==> src/sv/vdif_header_decode_check_top_assert.svh <==
// Assertion macros for the VDIF header decoder and checker.
`ifndef VDIF_HEADER_DECODE_CHECK_TOP_ASSERT_SVH
`define VDIF_HEADER_DECODE_CHECK_TOP_ASSERT_SVH

// Same-cycle implication, checked while out of reset.
`define VHDC_ASSERT_NOW(label, clk, rst_n, ante, cons, msg) \
    label: assert property (@(posedge clk) disable iff (!rst_n) (ante) |-> (cons)) \
        else $error(msg);

// Next-cycle implication, checked while out of reset.
`define VHDC_ASSERT_NEXT(label, clk, rst_n, ante, cons, msg) \
    label: assert property (@(posedge clk) disable iff (!rst_n) (ante) |=> (cons)) \
        else $error(msg);

`endif

==> src/sv/vdif_hdc_pkg.sv <==
// Shared constants, status codes and types of the VDIF header decoder.
`timescale 1ns / 1ps
`default_nettype none

package vdif_hdc_pkg;

    localparam int HEADER_BYTES = 32;
    localparam int WORD_COUNT   = HEADER_BYTES / 4;
    localparam int COUNT_W      = $clog2(HEADER_BYTES + 1);
    localparam int LANE_W       = $clog2(HEADER_BYTES);

    localparam logic [4:0] ST_OK          = 5'd0;
    localparam logic [4:0] ST_TOO_SHORT   = 5'd1;
    localparam logic [4:0] ST_LEGACY      = 5'd2;
    localparam logic [4:0] ST_W1_RSVD     = 5'd3;
    localparam logic [4:0] ST_W2_RSVD     = 5'd4;
    localparam logic [4:0] ST_CHAN_CODE   = 5'd5;
    localparam logic [4:0] ST_NOT_COMPLEX = 5'd6;
    localparam logic [4:0] ST_THREAD      = 5'd7;
    localparam logic [4:0] ST_EDV         = 5'd8;
    localparam logic [4:0] ST_PROFILE     = 5'd9;
    localparam logic [4:0] ST_ENCODING    = 5'd10;
    localparam logic [4:0] ST_FLAGS       = 5'd11;
    localparam logic [4:0] ST_WORD7       = 5'd12;
    localparam logic [4:0] ST_SAMPLE_BITS = 5'd13;
    localparam logic [4:0] ST_FRAME_LEN   = 5'd14;
    localparam logic [4:0] ST_NCHAN       = 5'd15;
    localparam logic [4:0] ST_NPOL        = 5'd16;
    localparam logic [4:0] ST_SAMPLES     = 5'd17;

    typedef logic [WORD_COUNT-1:0][31:0] hdr_words_t;

    typedef struct packed {
        logic [4:0]  status;
        logic        invalid_flag;
        logic [29:0] epoch_seconds;
        logic [5:0]  epoch_index;
        logic [23:0] frame_in_second;
        logic [23:0] frame_length;
        logic [5:0]  sample_bits;
        logic [15:0] station;
        logic [15:0] channel_base;
        logic [7:0]  channel_count;
        logic [7:0]  pol_count;
        logic [31:0] samples_per_packet;
    } hdr_result_t;

endpackage

`default_nettype wire

==> src/sv/vdif_hdc_collect.sv <==
// Byte collector: stores header bytes and presents the words with the current byte merged in.
`timescale 1ns / 1ps
`default_nettype none

module vdif_hdc_collect
(
    input  wire logic                    clk,
    input  wire logic                    rst_n,
    input  wire logic                    consume,
    input  wire logic [7:0]              data_byte,
    input  wire logic                    last_byte,
    output vdif_hdc_pkg::hdr_words_t     words,
    output logic                         full
);

    logic [vdif_hdc_pkg::COUNT_W-1:0] byte_count_reg;
    logic [vdif_hdc_pkg::COUNT_W-1:0] byte_count_next;
    logic [7:0] hdr_bytes_reg [vdif_hdc_pkg::HEADER_BYTES];
    logic       room;
    logic [vdif_hdc_pkg::LANE_W-1:0] lane;

    assign room = (byte_count_reg < vdif_hdc_pkg::COUNT_W'(vdif_hdc_pkg::HEADER_BYTES));
    assign lane = byte_count_reg[vdif_hdc_pkg::LANE_W-1:0];

    // The header is complete once this byte is stored or the count is already saturated.
    assign full = !room ||
        (byte_count_reg == vdif_hdc_pkg::COUNT_W'(vdif_hdc_pkg::HEADER_BYTES - 1));

    always_comb
    begin
        for (int i = 0; i < vdif_hdc_pkg::HEADER_BYTES; i++)
        begin
            if (room && (lane == vdif_hdc_pkg::LANE_W'(i)))
            begin
                words[i / 4][(i % 4) * 8 +: 8] = data_byte;
            end
            else
            begin
                words[i / 4][(i % 4) * 8 +: 8] = hdr_bytes_reg[i];
            end
        end
    end

    always_comb
    begin
        byte_count_next = byte_count_reg;
        if (consume)
        begin
            if (last_byte)
            begin
                byte_count_next = '0;
            end
            else if (room)
            begin
                byte_count_next = byte_count_reg + 1'b1;
            end
        end
    end

    always_ff @(posedge clk or negedge rst_n)
    begin
        if (!rst_n)
        begin
            byte_count_reg <= '0;
        end
        else
        begin
            byte_count_reg <= byte_count_next;
        end
    end

    always_ff @(posedge clk)
    begin
        if (consume && room)
        begin
            hdr_bytes_reg[lane] <= data_byte;
        end
    end

endmodule

`default_nettype wire

==> src/sv/vdif_hdc_check.sv <==
// Header checker: fixed-field checks, field unpacking and field validation.
`timescale 1ns / 1ps
`default_nettype none

module vdif_hdc_check
(
    input  wire vdif_hdc_pkg::hdr_words_t words,
    input  wire logic                     full,
    output vdif_hdc_pkg::hdr_result_t     result
);

    logic [4:0] fixed_status;
    vdif_hdc_pkg::hdr_result_t dec;

    always_comb
    begin
        if (words[0][30])
            fixed_status = vdif_hdc_pkg::ST_LEGACY;
        else if (words[1][31:30] != 2'd0)
            fixed_status = vdif_hdc_pkg::ST_W1_RSVD;
        else if (words[2][31:29] != 3'd0)
            fixed_status = vdif_hdc_pkg::ST_W2_RSVD;
        else if (words[2][28:24] != 5'd31)
            fixed_status = vdif_hdc_pkg::ST_CHAN_CODE;
        else if (!words[3][31])
            fixed_status = vdif_hdc_pkg::ST_NOT_COMPLEX;
        else if (words[3][25:16] != 10'd0)
            fixed_status = vdif_hdc_pkg::ST_THREAD;
        else if (words[4][31:24] != 8'hff)
            fixed_status = vdif_hdc_pkg::ST_EDV;
        else if (words[4][23:16] != 8'd1)
            fixed_status = vdif_hdc_pkg::ST_PROFILE;
        else if (words[4][15:8] != 8'd1)
            fixed_status = vdif_hdc_pkg::ST_ENCODING;
        else if (words[4][7:0] != 8'd0)
            fixed_status = vdif_hdc_pkg::ST_FLAGS;
        else if (words[7] != 32'd0)
            fixed_status = vdif_hdc_pkg::ST_WORD7;
        else
            fixed_status = vdif_hdc_pkg::ST_OK;
    end

    always_comb
    begin
        dec.invalid_flag       = words[0][31];
        dec.epoch_seconds      = words[0][29:0];
        dec.epoch_index        = words[1][29:24];
        dec.frame_in_second    = words[1][23:0];
        dec.frame_length       = words[2][23:0];
        dec.sample_bits        = {1'b0, words[3][30:26]} + 6'd1;
        dec.station            = words[3][15:0];
        dec.channel_base       = words[5][31:16];
        dec.channel_count      = words[5][15:8];
        dec.pol_count          = words[5][7:0];
        dec.samples_per_packet = words[6];

        if (!full)
            dec.status = vdif_hdc_pkg::ST_TOO_SHORT;
        else if (fixed_status != vdif_hdc_pkg::ST_OK)
            dec.status = fixed_status;
        else if (dec.sample_bits != 6'd8 && dec.sample_bits != 6'd16)
            dec.status = vdif_hdc_pkg::ST_SAMPLE_BITS;
        else if (dec.frame_length == 24'd0)
            dec.status = vdif_hdc_pkg::ST_FRAME_LEN;
        else if (dec.channel_count == 8'd0)
            dec.status = vdif_hdc_pkg::ST_NCHAN;
        else if (dec.pol_count != 8'd1 && dec.pol_count != 8'd2)
            dec.status = vdif_hdc_pkg::ST_NPOL;
        else if (dec.samples_per_packet == 32'd0)
            dec.status = vdif_hdc_pkg::ST_SAMPLES;
        else
            dec.status = vdif_hdc_pkg::ST_OK;
    end

    // A failed or short header reports the status alone.
    always_comb
    begin
        if (dec.status == vdif_hdc_pkg::ST_OK)
        begin
            result = dec;
        end
        else
        begin
            result        = '0;
            result.status = dec.status;
        end
    end

endmodule

`default_nettype wire

==> src/sv/vdif_header_decode_check_top.sv <==
// Top level of the VDIF header decoder and checker.
//
//  channel  direction  handshake            payload
//  input    in         in_valid / in_stall  data_byte, last_byte
//  output   out        out_valid/out_stall  status and eleven decoded header fields
//
// One byte is taken per cycle while the input is not stalled; each byte request is held in the input register.
// The result register loads on the edge that takes a last byte out of the input register.
// The byte store holds 32 bytes; the check is one combinational pass into the result register.
// Reset clears the byte count and all valid flags; stored bytes are not cleared.
// Only a last byte waits on a stalled result register; other bytes keep flowing.
`timescale 1ns / 1ps
`default_nettype none

`include "vdif_header_decode_check_top_assert.svh"

module vdif_header_decode_check_top
(
    input  wire logic        clk,
    input  wire logic        rst_n,
    input  wire logic        in_valid,
    output logic             in_stall,
    input  wire logic [7:0]  data_byte,
    input  wire logic        last_byte,
    output logic             out_valid,
    input  wire logic        out_stall,
    output logic [4:0]       status,
    output logic             invalid_flag,
    output logic [29:0]      epoch_seconds,
    output logic [5:0]       epoch_index,
    output logic [23:0]      frame_in_second,
    output logic [23:0]      frame_length,
    output logic [5:0]       sample_bits,
    output logic [15:0]      station,
    output logic [15:0]      channel_base,
    output logic [7:0]       channel_count,
    output logic [7:0]       pol_count,
    output logic [31:0]      samples_per_packet
);

    logic       in_valid_reg;
    logic [7:0] in_data_reg;
    logic       in_last_reg;
    logic       consume;
    logic       out_valid_reg;
    logic       out_valid_next;
    vdif_hdc_pkg::hdr_result_t result_reg;
    vdif_hdc_pkg::hdr_result_t check_result;
    vdif_hdc_pkg::hdr_words_t  words;
    logic       full;

    // Only a held last byte can be blocked, and only by a result still waiting.
    assign in_stall = in_valid_reg && in_last_reg && out_valid_reg && out_stall;
    assign consume  = in_valid_reg && !in_stall;

    vdif_hdc_collect u_collect
    (
        .clk       (clk),
        .rst_n     (rst_n),
        .consume   (consume),
        .data_byte (in_data_reg),
        .last_byte (in_last_reg),
        .words     (words),
        .full      (full)
    );

    vdif_hdc_check u_check
    (
        .words  (words),
        .full   (full),
        .result (check_result)
    );

    always_comb
    begin
        out_valid_next = out_valid_reg;
        if (consume && in_last_reg)
        begin
            out_valid_next = 1'b1;
        end
        else if (!out_stall)
        begin
            out_valid_next = 1'b0;
        end
    end

    always_ff @(posedge clk or negedge rst_n)
    begin
        if (!rst_n)
        begin
            in_valid_reg  <= 1'b0;
            out_valid_reg <= 1'b0;
        end
        else
        begin
            if (!in_stall)
            begin
                in_valid_reg <= in_valid;
            end
            out_valid_reg <= out_valid_next;
        end
    end

    always_ff @(posedge clk)
    begin
        if (!in_stall)
        begin
            in_data_reg <= data_byte;
            in_last_reg <= last_byte;
        end
        if (consume && in_last_reg)
        begin
            result_reg <= check_result;
        end
    end

    assign out_valid          = out_valid_reg;
    assign status             = result_reg.status;
    assign invalid_flag       = result_reg.invalid_flag;
    assign epoch_seconds      = result_reg.epoch_seconds;
    assign epoch_index        = result_reg.epoch_index;
    assign frame_in_second    = result_reg.frame_in_second;
    assign frame_length       = result_reg.frame_length;
    assign sample_bits        = result_reg.sample_bits;
    assign station            = result_reg.station;
    assign channel_base       = result_reg.channel_base;
    assign channel_count      = result_reg.channel_count;
    assign pol_count          = result_reg.pol_count;
    assign samples_per_packet = result_reg.samples_per_packet;

    `VHDC_ASSERT_NEXT(a_last_gives_result, clk, rst_n,
        consume && in_last_reg, out_valid_reg,
        "last byte did not produce a result")

    `VHDC_ASSERT_NOW(a_ok_sample_bits, clk, rst_n,
        out_valid_reg && (result_reg.status == vdif_hdc_pkg::ST_OK),
        result_reg.sample_bits == 6'd8 || result_reg.sample_bits == 6'd16,
        "accepted header has bad component width")

    `VHDC_ASSERT_NOW(a_fail_clears_fields, clk, rst_n,
        out_valid_reg && (result_reg.status != vdif_hdc_pkg::ST_OK),
        result_reg.epoch_seconds == 30'd0 && result_reg.samples_per_packet == 32'd0 &&
        result_reg.sample_bits == 6'd0,
        "failed header result carries field values")

endmodule

`default_nettype wire

==> config.mk <==
export PLATFORM = sky130hd
export DESIGN_NAME = vdif_header_decode_check_top
export DESIGN_NICKNAME = d
export VERILOG_FILES = /design/src/sv/vdif_hdc_pkg.sv /design/src/sv/vdif_hdc_collect.sv /design/src/sv/vdif_hdc_check.sv /design/src/sv/vdif_header_decode_check_top.sv
export VERILOG_INCLUDE_DIRS = /design/src /design/src/sv
export SDC_FILE = /design/constraint.sdc
export NUM_CORES = 1
export LEC_CHECK = 0
export ABC_AREA = 0
export BUFFER_PORTS_ARGS = -buffer_cell sky130_fd_sc_hd__buf_2
export CAP_MARGIN = 10
export CORE_MARGIN = 2
export CORE_UTILIZATION = 55
export DETAILED_ROUTE_END_ITERATION = 6
export PLACE_DENSITY_LB_ADDON = 0.08
export SYNTH_ARGS = -nofsm -noshare
export SYNTH_HDL_FRONTEND = slang
export SYNTH_SLANG_ARGS = --single-unit
==> constraint.sdc <==
create_clock -name clk -period 12.1 [get_ports clk]
set_input_delay 0.605 -clock clk [delete_from_list [all_inputs] [get_ports clk]]
set_output_delay 0.605 -clock clk [all_outputs]
set_load 0.01 [all_outputs]
* Yosys cells after proc, flatten, opt, wreduce, memory -nomap -nowiden
Memories as Yosys holds them, arrays and structs flattened. A register that Yosys moved wholly into a read port is not among the register bits.
Cells that the tools add are included.
** Cells by class
- Add/sub/neg operators :: 2
- $lt $le $gt $ge :: 1
- Equality and inequality tests :: 34
- Mux-type cells :: 49
- Reduce and logical (&&, ||, !) cells :: 59
** Operator list (number)
- $mux 8 :: 25
- $mux 5 :: 17
- $eq 5x5->1 const B :: 14
- $logic_and 1x1->1 :: 33
- $logic_not 32->1 :: 1
- $reduce_bool 32->1 :: 1
- $eq 5x4->1 const B :: 6
- $logic_not 24->1 :: 1
- $ne 8x1->1 const B :: 3
- $logic_not 1->1 :: 12
- $mux 6 :: 2
- $eq 5x2->1 const B :: 2
- $logic_not 5->1 :: 2
- $reduce_bool 10->1 :: 1
- $logic_not 8->1 :: 1
- $ne 8x2->1 const B :: 1
- $ne 8x8->1 const B :: 1
- $reduce_bool 8->1 :: 1
- $add 5x1->6 const B :: 1
- $add 6x1->6 const B :: 1
- $eq 6x5->1 const B :: 1
- $lt 6x6->1 const B :: 1
- $ne 6x4->1 const B :: 1
- $ne 6x5->1 const B :: 1
- other kinds (11) :: 15
** Word-level totals
- Flip-flop bits (word level) :: 137
- Bits in writable memories :: 256
- Bits of input ports :: 13
- Output and inout port bits :: 178
- Logic and storage cells :: 160
- Memories :: 1
** Memories
- u_collect.hdr_bytes_reg :: depth 32, bits a word 8, rd ports 32, clocked after memory_dff 10, wr ports 1, RTL line vdif_hdc_collect.sv:18 : logic [7:0] hdr_bytes_reg [vdif_hdc_pkg::HEADER_BYTES];

* Longest topological paths before layout
Gate-level depths: netlist of run 1.
- Word-level depth :: 20
- Mapped depth :: 16

* Modules after synthesis
From an unflattened synthesis of run 1, not the netlist that was laid out.
** Unflattened totals
- Cell total of the unflattened synthesis :: 1375
- Area total of the unflattened synthesis :: 21443.1 um^2
** By module, submodules not included
- vdif_hdc_collect :: instances 1, cells an instance 678, area an instance 11732.5 um^2, seq. area each 7837.5 um^2
- vdif_header_decode_check_top :: instances 1, cells an instance 196, area an instance 5654.2 um^2, seq. area each 5605.4 um^2
- vdif_hdc_check :: instances 1, cells an instance 501, area an instance 4056.4 um^2, seq. area each 0.0 um^2

* Worst setup path before layout of run 1
Ideal clock, no wire load.
- Kind :: input -> register
- From :: input out_stall
- To :: register, netlist name channel_base[0]
- Arrival :: 9180 ps
- Data required time :: 11323 ps
- Setup slack :: 2143 ps
- Stages on the path :: 1
- Path buffers :: 0
- Path through :: a21oi_1
** On the way
- Word-level cells in the longest chain between the ends :: 4
** RTL lines
- from (decl) :: RTL line vdif_header_decode_check_top.sv:26 : input wire logic out_stall,
- $logic_and 1x1->1 :: RTL line vdif_header_decode_check_top.sv:53 : assign in_stall = in_valid_reg && in_last_reg && out_valid_reg && out_stall;
- $logic_not 1->1
- $logic_and 1x1->1 :: RTL line vdif_header_decode_check_top.sv:54 : assign consume = in_valid_reg && !in_stall;
- $logic_and 1x1->1 :: RTL line vdif_header_decode_check_top.sv:111 : if (consume && in_last_reg)
Every way passes these cells.
A chain may end at the register's enable or synchronous reset.

* Worst setup path after layout of run 1
- From :: register u_collect.byte_count_reg[3] in the netlist's numbering
- To :: register, netlist name epoch_seconds[12]
** On the way
- Word-level cells in the longest chain between the ends :: 20
- Elaborated cells on any way between the ends :: 110
** RTL lines
- from (decl) :: RTL line vdif_hdc_collect.sv:16 : logic [vdif_hdc_pkg::COUNT_W-1:0] byte_count_reg;
- from (signal assigned) :: RTL line vdif_hdc_collect.sv:68 : byte_count_reg <= byte_count_next;
- $lt 6x6->1 or $eq 5x5->1 (tied branches) :: RTL line vdif_hdc_collect.sv:22, vdif_hdc_collect.sv:33
- $logic_and 1x1->1 :: RTL line vdif_hdc_collect.sv:33 : if (room && (lane == vdif_hdc_pkg::LANE_W'(i)))
- $mux 8 :: RTL line vdif_hdc_collect.sv:33
- $reduce_bool 32->1 :: RTL line vdif_hdc_check.sv:37 : else if (words[7] != 32'd0)
- $mux 4 :: RTL line vdif_hdc_check.sv:37
- $mux 5 :: RTL line vdif_hdc_check.sv:35 : else if (words[4][7:0] != 8'd0)
- $mux 5 :: RTL line vdif_hdc_check.sv:33 : else if (words[4][15:8] != 8'd1)
- $mux 5 :: RTL line vdif_hdc_check.sv:31 : else if (words[4][23:16] != 8'd1)
- [... 4 more ...]
- $mux 5 :: RTL line vdif_hdc_check.sv:21 : else if (words[2][31:29] != 3'd0)
- $mux 5 :: RTL line vdif_hdc_check.sv:19 : else if (words[1][31:30] != 2'd0)
- $mux 5 :: RTL line vdif_hdc_check.sv:17 : if (words[0][30])
- $reduce_bool 5->1 :: RTL line vdif_hdc_check.sv:59 : else if (fixed_status != vdif_hdc_pkg::ST_OK)
- $mux 5 :: RTL line vdif_hdc_check.sv:59
- $mux 5 (*) :: RTL line vdif_hdc_check.sv:57 : if (!full)
- $logic_not 5->1 (*) :: RTL line vdif_hdc_check.sv:78 : if (dec.status == vdif_hdc_pkg::ST_OK)
- $logic_not 1->1 (no line) (*)
Every way passes the cells marked *; elsewhere a longest branch is shown, timed or not.

==> impl_results.md, run 1 <==
- Setup tns final: 0 ns
- Clock tree sinks: 449
- RSZ-0062 raised after global routing: no
- Number of max-cap violations: 0
- Final cycle utilization of the critical path: 0.478
- Starting Density: 0.556
- Remaining Overflow, GRT: 0
- Proportion of register bits with asynchronous set or reset after synthesis: 0.0178
- Total power of the final layout: 3.37 mW
- Area used by sequential logic in the layout: 0.0134 mm²
- TritonCTS clock tree: built
- Top cell type's share of synthesized area: 0.714
- Largest fanout on the critical path: 86
- Clock slew seen by the registers of the worst setup and hold paths: 0.06 ns
- Number of distinct library cells after synthesis: 72
- Outcome: finished clean
- FF+latch count, synth: 449
- Top-level I/O count: 191
- Post-synthesis instance total: 1146
- Clock Skew: 0.0172 ns
- Final Net Count: 1337
- Initial antenna violation count: 0
- Initial DRC Count: 851
- Detailed-route via count: 10800
- Die height: 188 µm
- Kind of capture point of the worst setup path: flip-flop
- Final routed wire length divided by cell count: 22.6 µm
- Mapped Area: ~0.019 mm²
- Global-route wire length before repair: 62000 µm
- IO Port Bufs: 190
- Hold slack final: 0.245 ns
- Num CTS Buffers: 44
- First-pass detailed-route iteration total: 5
- Layout cell share with drive strength beyond 1: 0.279
- Overall track demand over capacity in global routing: 0.229
- Cell type with the highest aggregate area in the netlist: edfxtp_1
- Routed wire length: 40700 µm
- Synth warn: 0
- Required time at the worst-slack endpoint: between 10 and 15 ns
- Final non-filler cell area: 0.0213 mm²
- Min-delay worst type: input pin to flip-flop
- Largest net degree at the start of global routing: 88
- Most used standard cell by instance count after synthesis: edfxtp_1
- Standard cell core area: approximately 0.033 mm²
- Critical Path Source Type: flip-flop
- Commonest cells post-synth: edfxtp_1, nor4b_1, mux2i_1
- Number of setup buffers added after CTS: 0
- Commonest register cell after synthesis: edfxtp_1
- Dpl cell area: 0.0198 mm²
- Count of endpoints failing hold in the final timing report: 0
- Skew-Pair Late Insertion Delay: 0.55 ns
- Number of max-slew violations in the final report: 0
- Max frequency: around 170 MHz
- Vias per cell: 5.99
- Max transition margin: 0.215
- Area used by multi-input combinational logic: roughly 0.0046 mm²
- Vias in the first global route: 10500
- Dpl hpwl: 23200 µm
- Slew at the pin with the worst max-slew slack: 1.18 ns
- Number of enable-type register cells in the synthesized netlist: 441
- CP Data Arrival Time: approximately 6.0 ns
- Peak VDD IR: 0.000129 V
- Root buf cell: clkbuf_16
- Setup violators final: 0
- Min Tclk post-route: 5.78 ns
- Share of synthesized area occupied by flip-flops and latches: 0.724
- Number of rows created at floorplan: between 60 and 70
- Number of levels the H-tree was split into: 2
- Number of routed nets with antenna violations: 0
- Largest cells by area after synthesis: edfxtp_1, nor4_2, nor4b_1, mux2i_1, nor2_1
- Avg Inst Size Synth: between 15 and 20 µm²
- Synth-to-layout area growth: 14.9%
- Setup WS pre-CTS: 6.51 ns
- Floorplan die width: 188 µm
- Die area: 0.0352 mm²
- Start-to-end type of the worst setup path: flip-flop to flip-flop
- RePlAce Congestion: 0.854
- Buffer depth of the longest clock path: 3
- Ant diodes: 0
- PwrDens: 158 mW/mm²
- Number of flip-flops under the largest register name: ~260
- Number of DRC violations after detailed routing: 0
- Leakage power summed over all cells: 7.29 nW
- Number of filler instances in the final layout: 2473
- Worst-case setup margin in the final layout: ~6.3 ns
==> through the flow <==
| stage | util | cells |
|---|---|---|
| 6_report | 0.639 | 1800 |
| 3_5_place_dp | 0.593 | 1718 |
| 2_1_floorplan | - | 1153 |
| 5_1_grt | 0.639 | 1800 |
| 3_3_place_gp | 0.593 | 1718 |
| 4_1_cts | 0.639 | 1800 |
==> kinds of logic (layout without fill, tap and decap cells) <==
kind of cell / Yosys count / in the layout / share of synthesized area
xor gates and xnor gates: 7 / 7 / 0.00330
DFF: 449 / 449 / 0.724
muxes: 75 / 75 / 0.0407
and+or+nand+nor: 401 / 401 / 0.160
buffers and inverters: 111 / 310 / 0.0313
adders and majority gates: 7 / 7 / 0.00472
AOI/OAI and AO/OA: 95 / 95 / 0.0351
other: 1 / 8 / 0.000202
==> worst paths after layout <==
kind | cells past startpoint | to | startpoint | slack [ns]
setup reg to reg | 9 | epoch_seconds[12]$_SDFFCE_PP0P_ | u_collect.byte_count_reg[3]$_DFFE_PN0P_ | 6.32
hold reg to reg | 2 | out_valid$_DFFE_PN0P_ | out_valid$_DFFE_PN0P_ | 0.59
hold / removal | 1 | in_data_reg[7]$_DFFE_PN_ | data_byte[7] | 0.25
min in group asynchronous | 2 | u_collect.byte_count_reg[4]$_DFFE_PN0P_ | rst_n | 0.44
max in group asynchronous | 2 | u_collect.byte_count_reg[1]$_DFFE_PN0P_ | rst_n | 11.46
setup / recovery | 9 | epoch_seconds[12]$_SDFFCE_PP0P_ | u_collect.byte_count_reg[3]$_DFFE_PN0P_ | 6.32
==> repair_timing <==
item / in CTS / in global routing
endpoints found under the hold margin: 8 / 0
resized for setup: 0 / 0
hold buffers: 1 / 0
==> placed cells by master (no fill, tap or decap), types with 13 or more instances in the layout <==
master     instances
nor4_1            34
nand2_1           36
clkbuf_16         44
buf_4             22
edfxtp_1         441
a21oi_1           28
nor3_1            29
nor4b_1           86
o21ai_0           13
nor2_1            60
buf_2            190
nor4_2            72
mux2i_1           71
inv_1             16
==> layout make-up <==
cell class              count  area share
clock inverters            21      0.0123
inverters                  16     0.00282
multi-input cells         593       0.217
repair buffers            213      0.0528
flip-flops and latches    449       0.631
well taps                 448      0.0263
clock buffers              60      0.0582
==> report_power, final <==
part           internal [mW]  switching, mW  total (mW)
logic                 0.0461          0.139       0.186
clock network          0.846          0.553        1.40
registers               1.76         0.0199        1.78
==> critical path, cell delays in order, from the launching register on <==
cell and delay, ns:
dfrtp_1 0.80, nor4b_4 0.72, nand2_1 0.53, or3_1 0.45, a32o_1 0.30, or3_1 0.43
a41oi_4 0.14, buf_4 0.86, buf_4 0.93, nor4b_1 0.14
==> routing by layer <==
metal,wire length (µm),track usage,vias to the layer above,share of wire
met5,0,0,-,0
met3,2040,0.0296,73,0.050
met1,18400,0.334,5434,0.45
met2,19200,0.363,354,0.47
met4,972,0.0681,0,0.024
li1,-,-,4914,-
No activity file was read; power rests on OpenSTA's default activity.
==> inputs of run 2 (changes only) <==
- CORE_UTILIZATION: 55 -> 53
- clock period: 12.1 -> 4.68 ns (I/O delays scaled with it)
==> impl_results.md, run 2 (same netlist as run 1, synthesis figures left out) <==
- Outcome: finished clean
- Final cycle utilization of the critical path: 0.907
- First-pass detailed-route iteration total: 5
- Area used by multi-input combinational logic: 0.00461 mm²
- Ant diodes: 0
- Root buf cell: clkbuf_16
- Required time at the worst-slack endpoint: 5.09 ns
- Die height: around 190 µm
- RSZ-0062 raised after global routing: no
- # hold bufs at CTS: 12
- Count of endpoints failing hold in the final timing report: 0
- Max transition margin: 0.220
- Delay of the slowest cell on the worst path: between 0.4 and 0.5 ns
- Number of gates resized after CTS: 0
- Floorplan die width: about 190 µm
- Most frequent cells in the layout: edfxtp_1, buf_2, nor4b_1
- Clock Skew: 0.0122 ns
- Number of flip-flops under the largest register name: 256
- Number of max-slew violations in the final report: 0
- Clock slew seen by the registers of the worst setup and hold paths: 0.06 ns
- PwrDens: 392 mW/mm²
- Start-to-end type of the worst setup path: flip-flop to flip-flop
- Number of routed nets with antenna violations: 0
- Largest delay contributor family on the critical path: simple AND/OR/NAND/NOR gates
- Most used cell along the critical path: ha_1
- Layout cell share with drive strength beyond 1: 0.295
- IO Port Bufs: 190
- Detailed-route via count: approximately 11000
- Peak VDD IR: 0.000367 V
- Number of buffers and inverters on the critical path: 2
- TritonCTS clock tree: built
- Largest fanout on the critical path: 40
- Synth-to-layout area growth: 17.5%
- Min-delay worst type: input pin to asynchronous set/reset pin
- Final non-filler cell area: 0.0218 mm²
- Leakage power summed over all cells: approximately 7.6 nW
- Initial DRC Count: about 1100
- Setup violators final: 0
- Slew at the pin with the worst max-slew slack: 1.16 ns
- Remaining Overflow, GRT: 0
- Top-level I/O count: ~190
- Critical Path, Cell by Cell: ha_1, and3_1, ha_1, nand2b_1, mux2i_1, xnor2_1, nand3b_1, nor2_1, a41oi_4, buf_12, nor4b_1, buf_4
- Area used by sequential logic in the layout: 0.0134 mm²
- Setup tns final: 0 ns
- Dpl cell area: 0.0203 mm²
- Standard cell core area: 0.0345 mm²
- Die area: 0.0365 mm²
- CP Data Arrival Time: 4.66 ns
- Number of levels the H-tree was split into: 2
- Number of setup buffers added after CTS: 0
- Max frequency: 236 MHz
- Number of filler instances in the final layout: 2611
- RePlAce Congestion: 0.892
- Vias in the first global route: 10500
- Num CTS Buffers: 46
- Min Tclk post-route: 4.25 ns
- Starting Density: 0.537
- Skew-Pair Late Insertion Delay: 0.55 ns
- Final routed wire length divided by cell count: between 20 and 25 µm
- Final Net Count: 1396
- Global-route wire length before repair: 63500 µm
- Vias per cell: 5.92
- Number of max-cap violations: 0
- Kind of capture point of the worst setup path: flip-flop
- Clock tree sinks: 449
- Buffer depth of the longest clock path: 3
- Number of rows created at floorplan: roughly 70
- Number of DRC violations after detailed routing: 0
- Master of the slowest instance on the critical path: dfrtp_1
- Dpl hpwl: between 20000 and 30000 µm
- Initial antenna violation count: 0
- Critical Path Source Type: flip-flop
- Most common library cell in the layout ignoring fill and taps: edfxtp_1
- Largest net degree at the start of global routing: 180
- Overall track demand over capacity in global routing: 0.231
- Routed wire length: 42600 µm
-- run 2: cell types whose count changed in the layout (fill, tap and decap cells not counted), moves of 2 or more --
cell,previous run,this run
clkbuf_16,44,49
clkinvlp_4,0,2
dlygate4sd3_1,1,12
clkbuf_8,8,1
clkbuf_1,8,12
buf_4,22,57
clkinv_1,6,10
bufinv_16,6,1
buf_12,0,10
-- run 2: final cells by class --
cell class,count,area share
well taps,455,0.0261
clock buffers,62,0.0589
flip-flops and latches,449,0.616
repair buffers,270,0.0783
clock inverters,22,0.00602
inverters,16,0.00275
multi-input cells,593,0.212
-- run 2: where the power goes --
| group | switching (mW) | total, mW | internal [mW] | leakage (nW) |
|---|---|---|---|---|
| combinational | 0.370 | 0.523 | 0.153 | 2.67 |
| clock | 1.44 | 3.42 | 1.98 | 0.691 |
| sequential | 0.0529 | 4.60 | 4.55 | 4.20 |
-- run 2: worst register-to-register path: cells and delay by family, from the launching register on --
family,cells,cell delay (ns)
AOI/OAI and AO/OA,1,0.43
xor gates and xnor gates,1,0.18
adders and majority gates,2,0.65
buffers and inverters,2,0.49
DFF,1,0.43
muxes,1,0.43
and+or+nand+nor,5,1.50
-- run 2: final timing paths --
kind | to | slack, ns | cells past startpoint | start
max reg2reg | epoch_seconds[21]$_SDFFCE_PP0P_ | 0.43 | 12 | u_collect.byte_count_reg[1]$_DFFE_PN0P_
max in group asynchronous | u_collect.byte_count_reg[5]$_DFFE_PN0P_ | 4.42 | 2 | rst_n
max | epoch_seconds[21]$_SDFFCE_PP0P_ | 0.43 | 12 | u_collect.byte_count_reg[1]$_DFFE_PN0P_
min reg2reg | out_valid$_DFFE_PN0P_ | 0.57 | 2 | out_valid$_DFFE_PN0P_
min in group clk | in_data_reg[3]$_DFFE_PN_ | 0.40 | 2 | data_byte[3]
min | u_collect.byte_count_reg[2]$_DFFE_PN0P_ | 0.07 | 2 | rst_n
-- run 2: routing by layer --
layer / vias up / part of all wire / track usage
met3: 69 / 0.064 / 0.0367
met4: 0 / 0.025 / 0.0716
met2: 423 / 0.45 / 0.353
met1: 5507 / 0.46 / 0.344
met5: - / 0 / 0
li1: 5054 / - / -
-- run 2: stage by stage --
step / util / cells / total power, mW / worst slack (ns) / hold slack [ns]
6_report: 0.631 / 1867 / 8.54 / 0.434 / 0.0688
5_1_grt: 0.631 / 1867 / 8.82 / 0.130 / 0.0767
4_1_cts: 0.631 / 1866 / 8.61 / 0.463 / 0.0437
3_5_place_dp: 0.587 / 1770 / 5.20 / 0.486 / 0.0992
3_3_place_gp: 0.587 / 1770 / 5.20 / 0.602 / 0.0996
2_1_floorplan: - / 1153 / 4.95 / 0.773 / -0.0616
